`src/design/hnm_pkg.sv`:
```
// hnm_pkg: shared types and constants of the heightfield normal generator
// holds default sizes, register indexes, controller states and the
// command / status structs between controller and datapath; no dependencies
package hnm_pkg;

  localparam int MAX_COLUMNS_DEF = 1024;
  localparam int HEIGHT_BITS_DEF = 24;
  localparam int NORMAL_BITS_DEF = 16;

  localparam int CFG_IDX_W  = 3;
  localparam int CFG_DATA_W = 16;

  localparam logic [CFG_IDX_W-1:0] CFG_COLUMNS = 3'd0;
  localparam logic [CFG_IDX_W-1:0] CFG_ROWS    = 3'd1;
  localparam logic [CFG_IDX_W-1:0] CFG_STRIDE  = 3'd2;
  localparam logic [CFG_IDX_W-1:0] CFG_SQUARE  = 3'd3;
  localparam logic [CFG_IDX_W-1:0] CFG_GSCALE  = 3'd4;

  localparam int WORLD_W = 23;
  localparam logic [WORLD_W-1:0] WORLD_MAX = 23'h7FFFFF;

  // component selects of the shared square / divide steps
  localparam logic [1:0] SEL_X = 2'd0;
  localparam logic [1:0] SEL_Y = 2'd1;
  localparam logic [1:0] SEL_Z = 2'd2;

  typedef enum logic [2:0] {
    ST_IDLE,
    ST_READ,
    ST_GRAD,
    ST_NORM,
    ST_SQ,
    ST_ROOT,
    ST_DIV,
    ST_OUT
  } hnm_state_t;

  typedef struct packed {
    logic       accept;
    logic       read;
    logic       grad;
    logic       shift;
    logic       square;
    logic [1:0] sq_sel;
    logic       root_step;
    logic       root_first;
    logic [4:0] root_idx;
    logic       div_step;
    logic       div_first;
    logic       div_last;
    logic [1:0] div_sel;
    logic [4:0] div_k;
    logic       load_out;
  } hnm_cmd_t;

  typedef struct packed {
    logic vtx_valid;
    logic norm_big;
    logic out_busy;
  } hnm_stat_t;

endpackage

```
`src/design/hnm_ctrl.sv`:
```
// hnm_ctrl: sequencing state machine of the normal generator
// steps one request through read, gradient, scaling, squares, root and divides
// depends on hnm_pkg
module hnm_ctrl #(
  parameter int NORMAL_BITS = hnm_pkg::NORMAL_BITS_DEF
) (
  input  logic              clk,
  input  logic              rst_n,
  input  logic              in_tvalid,
  output logic              in_tready,
  input  hnm_pkg::hnm_stat_t status,
  output hnm_pkg::hnm_cmd_t  cmd
);
  import hnm_pkg::*;

  localparam logic [4:0] DIV_LAST  = 5'(NORMAL_BITS - 1);
  localparam logic [4:0] ROOT_LAST = 5'd31;
  localparam logic [4:0] SQ_LAST   = 5'd2;

  hnm_state_t state_r, state_nxt;
  logic [4:0] cnt_r, cnt_nxt;
  logic [1:0] sel_r, sel_nxt;

  always_ff @(posedge clk) begin
    if (!rst_n) begin
      state_r <= ST_IDLE;
      cnt_r   <= '0;
      sel_r   <= SEL_X;
    end else begin
      state_r <= state_nxt;
      cnt_r   <= cnt_nxt;
      sel_r   <= sel_nxt;
    end
  end

  always_comb begin
    state_nxt = state_r;
    cnt_nxt   = cnt_r;
    sel_nxt   = sel_r;
    unique case (state_r)
      ST_IDLE: begin
        if (in_tvalid) state_nxt = ST_READ;
      end
      ST_READ: begin
        state_nxt = status.vtx_valid ? ST_GRAD : ST_IDLE;
      end
      ST_GRAD: begin
        state_nxt = ST_NORM;
      end
      ST_NORM: begin
        if (!status.norm_big) begin
          state_nxt = ST_SQ;
          cnt_nxt   = '0;
        end
      end
      ST_SQ: begin
        if (cnt_r == SQ_LAST) begin
          state_nxt = ST_ROOT;
          cnt_nxt   = '0;
        end else begin
          cnt_nxt = cnt_r + 5'd1;
        end
      end
      ST_ROOT: begin
        if (cnt_r == ROOT_LAST) begin
          state_nxt = ST_DIV;
          cnt_nxt   = '0;
          sel_nxt   = SEL_X;
        end else begin
          cnt_nxt = cnt_r + 5'd1;
        end
      end
      ST_DIV: begin
        if (cnt_r == DIV_LAST) begin
          cnt_nxt = '0;
          if (sel_r == SEL_Z) begin
            state_nxt = ST_OUT;
          end else begin
            sel_nxt = sel_r + 2'd1;
          end
        end else begin
          cnt_nxt = cnt_r + 5'd1;
        end
      end
      ST_OUT: begin
        if (!status.out_busy) state_nxt = ST_IDLE;
      end
      default: state_nxt = ST_IDLE;
    endcase
  end

  always_comb begin
    cmd        = '0;
    in_tready  = 1'b0;
    cmd.sq_sel   = cnt_r[1:0];
    cmd.root_idx = cnt_r;
    cmd.div_sel  = sel_r;
    cmd.div_k    = DIV_LAST - cnt_r;
    unique case (state_r)
      ST_IDLE: begin
        in_tready  = 1'b1;
        cmd.accept = in_tvalid;
      end
      ST_READ: cmd.read = 1'b1;
      ST_GRAD: cmd.grad = 1'b1;
      ST_NORM: cmd.shift = status.norm_big;
      ST_SQ:   cmd.square = 1'b1;
      ST_ROOT: begin
        cmd.root_step  = 1'b1;
        cmd.root_first = (cnt_r == '0);
      end
      ST_DIV: begin
        cmd.div_step  = 1'b1;
        cmd.div_first = (cnt_r == '0);
        cmd.div_last  = (cnt_r == DIV_LAST);
      end
      ST_OUT: cmd.load_out = !status.out_busy;
      default: ;
    endcase
  end

  a_accept_reads: assert property (@(posedge clk) disable iff (!rst_n)
    (in_tvalid && in_tready) |=> (state_r == ST_READ))
    else $error("accepted request not followed by line store read");

  a_skip_invalid: assert property (@(posedge clk) disable iff (!rst_n)
    (state_r == ST_READ && !status.vtx_valid) |=> (state_r == ST_IDLE))
    else $error("no-vertex request did not return to idle");

  a_scaled_before_square: assert property (@(posedge clk) disable iff (!rst_n)
    (state_r == ST_SQ) |-> !status.norm_big)
    else $error("squaring an unscaled gradient");

  a_root_to_div: assert property (@(posedge clk) disable iff (!rst_n)
    (state_r == ST_ROOT && cnt_r == ROOT_LAST) |=> (state_r == ST_DIV && cnt_r == '0))
    else $error("root did not hand over to the divider");

endmodule

```
`config.mk`:
```
export PLATFORM = sky130hd
export DESIGN_NAME = hnm_ctrl
export DESIGN_NICKNAME = d
export VERILOG_FILES = /design/src/design/hnm_pkg.sv /design/src/design/hnm_ctrl.sv
export SDC_FILE = /design/constraint.sdc
export NUM_CORES = 1
export LEC_CHECK = 0
export ABC_AREA = 1
export BUFFER_PORTS_ARGS = -buffer_cell sky130_fd_sc_hd__buf_2
export CAP_MARGIN = 30
export CORE_MARGIN = 10
export CORE_UTILIZATION = 30
export CTS_CLUSTER_DIAMETER = 50
export DETAILED_ROUTE_END_ITERATION = 7
export SLEW_MARGIN = 20
export SYNTH_ARGS = -nofsm -noshare
export SYNTH_HDL_FRONTEND = slang
export SYNTH_SLANG_ARGS = --single-unit
```
`constraint.sdc`:
```
create_clock -name clk -period 1.37 [get_ports clk]
set_input_delay 0.411 -clock clk [delete_from_list [all_inputs] [get_ports clk]]
set_output_delay 0.411 -clock clk [all_outputs]
set_load 0.01 [all_outputs]
```
[Word-level counts from Yosys, hierarchy flattened]
Index checks and enable logic that the tools add are counted.
Word-level totals
  bits in registers: 10
  bits in latches: 0
  RAM bits: 0
  bits in read-only memories: 0
  input port bits: 6
  output and inout bits: 26
  logic and storage cells: 60
  memories kept: 0
Operators by class
  add/sub/neg operators: 3
  multiply operators: 0
  div/mod/pow operators: 0
  magnitude comparators: 0
  equality and inequality tests: 19
  shift operators: 0
  multiplexer cells: 27
  bitwise logic cells: 0
  reduce and logical (&&, ||, !) cells: 8
Operators with widths (number)
  $mux W3: 8
  $pmux W3 S8: 1
  $mux W5: 4
  $pmux W5 S4: 1
  $ne A2 B2 Y1 const B: 8
  $eq A3 B3 Y1 const B: 4
  $mux W2: 5
  $mux W1: 7
  $reduce_and A7 Y1: 1
  $eq A3 B2 Y1 const B: 2
  $add A5 B1 Y5 const B: 1
  $eq A5 B2 Y1 const B: 1
  $eq A5 B4 Y1 const B: 1
  $eq A5 B5 Y1 const B: 1
  $logic_not A5 Y1: 1
  $sub A4 B5 Y5 const A: 1
  $pmux W2 S2: 1
  $reduce_and A4 Y1: 1
  $reduce_bool A4 Y1: 1
  $eq A3 B1 Y1 const B: 1
  $logic_not A3 Y1: 1
  $add A2 B1 Y2 const B: 1
  $eq A2 B2 Y1 const B: 1
  $reduce_and A2 Y1: 1
  other kinds (2): 2

[Logic depth before layout (Yosys ltp)]
  word-level depth: 4
  mapped depth: 11
  depth with buffers taken out: 11

[Worst setup path before layout]
No wires, ideal clock.
  kind: reg2reg
  start: reg cnt_r[1]
  end: reg state_r[2]
  library setup time: 0.114 ns
  arrival: 1.463 ns
  data required time: 1.256 ns
  setup slack: -0.206 ns
  cell stages (with the launch flop): 12
  path buffers: 0
  cells stage by stage: dfxtp_1 > ha_1 > nand2_1 > nor2_1 > ha_1 > inv_1 > nand2_8 > nand2_2 > nor2_2 > nand3_1 > nand2_1 > nor2_2
On the way
  cells in the longest elaborated chain, start to end: 3
Ends and longest elaborated chain
  start, declared: line hnm_ctrl.sv:21  | logic [4:0] cnt_r, cnt_nxt;
  start signal, assigned: line hnm_ctrl.sv:31  | cnt_r <= cnt_nxt;
  $eq A5 B4 Y1, or another cell as far along: line hnm_ctrl.sv:74  | if (cnt_r == DIV_LAST) begin
  $ne A2 B2 Y1 (no source line)
  $reduce_and A7 Y1 (no source line) (*)
  end signal, assigned: line hnm_ctrl.sv:30  | state_r <= state_nxt;
  end, declared: line hnm_ctrl.sv:20  | hnm_state_t state_r, state_nxt;
Mark *: on every way between the ends. The rest lies on a longest branch, timed or not.
A chain may end at the register's enable or synchronous reset.

[Worst setup path after layout]
  start: reg cnt_r[1]
  end: reg state_r[0]
Same word-level chain as after synthesis.

==> PnR_summary.wiki <==
{| class="wikitable"
! Metric !! Value
|-
| Slew at the pin closest to its max-slew limit || 236 ps
|-
| Required time at the worst-slack endpoint || approximately 1500 ps
|-
| Antenna violations before repair || 0
|-
| Worst setup slack after layout || -251 ps
|-
| Drt pass-1 iters || 4
|-
| Via count || approximately 1100
|-
| Residual overflow from global routing || 0
|-
| Worst setup SP type || flip-flop
|-
| Latest clock arrival within the worst-skew pair || 270 ps
|-
| Routed WL per cell || 12.7 µm
|-
| CTS HTree Levels || 1
|-
| Setup repair after global routing missed its margin || true
|-
| Total standard cell area after synthesis || roughly 990 µm²
|-
| Worst slew slack as a fraction of its limit || a little over four fifths
|-
| Post-synthesis share of cell area spent on xor and xnor gates || 0%
|-
| Clk sinks || 10
|-
| Peak supply drop || between 0.0007 and 0.0008 V
|-
| Post-route cell area || approximately 0.0017 mm²
|-
| CP max stage cell || sky130_fd_sc_hd__dfxtp_4
|-
| Top-level I/O count || 32
|-
| Yosys synthesis warning count || 0
|-
| Filler cell count || 294
|-
| Vias in the first global route || 1182
|-
| Ratio of routed vias to standard cells || ~4.5
|-
| Maximum buffer depth of the clock tree || 2
|-
| Full die area || roughly 0.0060 mm²
|-
| Global-route wire length before repair || ~5.1 mm
|-
| Weighted congestion at the end of routability-driven global placement || 0.856
|-
| Static leakage || between 0.8 and 0.9 nW
|-
| Post-synth top flop || sky130_fd_sc_hd__dfxtp_1
|-
| Number of distinct library cell variants in the gate-level netlist after synthesis || 28
|-
| PortBufs || 31
|-
| Remaining number of nets flagged by the antenna check after routing || 0
|-
| Largest delay share family, worst path || simple AND/OR/NAND/NOR gates
|-
| Total clock buffers created by CTS || 3
|-
| Final slew viol count || 0
|-
| Achievable frequency || approximately 620 MHz
|-
| Setup violation total in the final timing report || 23
|-
| Endpoint class of the critical path || flip-flop
|-
| Setup tns final || -3640 ps
|-
| Final hold violations || 0
|-
| Cell area after placement || ~0.0013 mm²
|-
| Total Power || 2.50 mW
|-
| Class of the tightest hold or removal check || in -> reg
|-
| Worst path buffer plus inverter count || 2
|-
| Share of synthesized area occupied by flip-flops and latches || between 20% and 30%
|-
| Clock root cell || sky130_fd_sc_hd__clkbuf_4
|-
| Layout cells sized above 1 || 70.1%
|-
| Number of synthesized flops with an enable pin || 0
|-
| Area growth, synth to finish || 75.3%
|-
| Final min period || ~1600 ps
|-
| Post-CTS clock slew at the launch and capture registers of the worst setup and hold paths || around 70 ps
|-
| Clock tree from TritonCTS || done
|-
| Result of the run || finished, violations left
|-
| Hold_buf cts || 0
|-
| Diode count || 0
|-
| Number of DRC violations after detailed routing || 0
|-
| Critical Path Max Stage Delay || just under 400 ps
|-
| Type of the setup path with the least slack || reg -> reg
|-
| Iteration-0 DRC Markers || 39
|-
| Initial Utilization || about 32%
|-
| Synthesized-area fraction occupied by and/or/nand/nor cells || between 50% and 60%
|-
| Vertical die dimension || a little under 80 µm
|-
| Per-instance average area after synthesis || approximately 7.2 µm²
|-
| Flop and latch count out of synthesis || 10
|-
| Series of cell instances along the critical path || buf_6 > ha_4 > nand2_1 > nor2_1 > ha_2 > inv_2 > nand2_8 > nand2_4 > nor2_4 > nand3_2 > nand2_2 > nor2_2
|-
| Cell Pwr Density || 1430 mW/mm²
|-
| Total Routed Length || 3.15 mm
|-
| Detailed placer's ending HPWL || approximately 2.3 mm
|-
| Asr flop ratio synth || 0%
|-
| Largest net degree at the start of global routing || 8
|-
| Cells after Synth || between 100 and 150
|-
| Pre-CTS setup slack || -107 ps
|-
| Core footprint || 0.00310 mm²
|-
| Violated checks || setup timing
|-
| Multiplexer share of the synthesized area || 0%
|-
| Maximum net fanout on the critical path || 4
|-
| Layout Nets || 216
|-
| Worst endpoint data arrival time || 1780 ps
|-
| Core Rows || 20
|-
| Maximum clock skew at final layout || ~9.4 ps
|-
| Dominant combinational cell family by area after synthesis || simple AND/OR/NAND/NOR gates
|-
| Adder-Cell Fraction of Synth Area || around 6.3%
|-
| Core occupancy in the finished layout || a little under three fifths
|-
| Maxcap violations || 0
|-
| Compound-cell area share of the yosys netlist || around 6.3%
|-
| Period Utilization, post-route || 118%
|-
| Horiz. Die Dim || between 70 and 80 µm
|-
| Nets in the synthesized netlist || between 100 and 150
|-
| Global-route total usage across every layer || around 10%
|}
layout by cell type, fill, tap and decap left out, drive strengths merged:
master,Yosys,routed
inv,23,23
a21oi,7,7
o21a,1,1
clkbuf,0,4
buf,6,68
nand3b,1,1
nor2,31,31
nand2,33,33
nand4,3,3
nor3,1,1
ha,5,5
o21ai,4,4
nand3,13,13
dfxtp,10,10
worst reg2reg max path, cell delays in order (launching register included):
cell	delay [ps]
sky130_fd_sc_hd__dfxtp_4	390
sky130_fd_sc_hd__buf_6	120
sky130_fd_sc_hd__ha_4	120
sky130_fd_sc_hd__nand2_1	50
sky130_fd_sc_hd__nor2_1	120
sky130_fd_sc_hd__ha_2	180
sky130_fd_sc_hd__inv_2	60
sky130_fd_sc_hd__nand2_8	80
sky130_fd_sc_hd__nand2_4	60
sky130_fd_sc_hd__nor2_4	150
sky130_fd_sc_hd__nand3_2	90
sky130_fd_sc_hd__nand2_2	70
sky130_fd_sc_hd__nor2_2	30
Yosys cell counts (2+ instances only):
library cell | n | area [µm²]
sky130_fd_sc_hd__o21ai_0 | 2 | 10.0
sky130_fd_sc_hd__nand2_1 | 23 | 86.3
sky130_fd_sc_hd__ha_1 | 5 | 62.6
sky130_fd_sc_hd__inv_6 | 2 | 17.5
sky130_fd_sc_hd__nand3_1 | 6 | 30.0
sky130_fd_sc_hd__inv_2 | 4 | 15.0
sky130_fd_sc_hd__o21ai_1 | 2 | 10.0
sky130_fd_sc_hd__nand3_4 | 2 | 35.0
sky130_fd_sc_hd__nor2_1 | 20 | 75.1
sky130_fd_sc_hd__nor2_2 | 8 | 50.1
sky130_fd_sc_hd__nor2_4 | 2 | 22.5
sky130_fd_sc_hd__a21oi_1 | 7 | 35.0
sky130_fd_sc_hd__buf_4 | 3 | 22.5
sky130_fd_sc_hd__nand2_2 | 6 | 37.5
sky130_fd_sc_hd__dfxtp_1 | 10 | 200
sky130_fd_sc_hd__nand3_2 | 5 | 50.1
sky130_fd_sc_hd__nand4_1 | 2 | 12.5
sky130_fd_sc_hd__nand2_4 | 3 | 33.8
sky130_fd_sc_hd__inv_1 | 15 | 56.3
sky130_fd_sc_hd__buf_6 | 3 | 33.8
area by class of cell:
cell class,count,area [µm²],area share [%]
Inverter,23,116,6.67
Tap cell,44,55.1,3.16
Clock buffer,4,26.3,1.51
Multi-Input combinational cell,99,771,44.2
Sequential cell,10,219,12.6
Timing Repair Buffer,68,557,31.9
stage by stage:
stage	instances	hold WS, ps
CTS	245	430
detailed placement	228	470
floorplan	138	499
finish	248	444
global placement	228	467
global route	248	444
layer usage:
layer  global-route usage (%)  share of wire (%)  vias up
li1                         -                  -      561
met1                     11.0                 42      518
met2                     17.5                 52       27
met3                     3.46                5.7        4
met4                     3.65               0.95        0
met5                        0                  0        -
final timing paths:
check / startpoint / endpoint / slack [ps] / cells after the start
min reg2reg: sel_r[0] / sel_r[0] / 500 / 2
min: rst_n / state_r[1] / 440 / 3
max reg2reg: cnt_r[1] / state_r[0] / -250 / 12
max: cnt_r[1] / state_r[0] / -250 / 12
kinds of logic after synthesis:
logic type,count (synthesis)
buf+inv,29
compound gates,12
fa+ha+maj,5
simple gates,82
flops,10
sequential cells by signal, indices dropped and copies added, names as in the netlist:
name,count
state_r,3
sel_r,2
cnt_r,5
power breakdown:
part	internal [mW]	leakage [nW]	switching (mW)	total (mW)
Sequential	0.359	0.0857	0.0678	0.426
Clock	0.113	0.0150	0.107	0.220
Combinational	0.853	0.752	0.999	1.85
what timing repair did:
item | CTS | global route
resized for setup | 33 | 35
buffers inserted | 13 | 4
endpoints found under the setup margin | 20 | 29
pin swaps | 8 | 17
(Power assumes the default switching activity.)
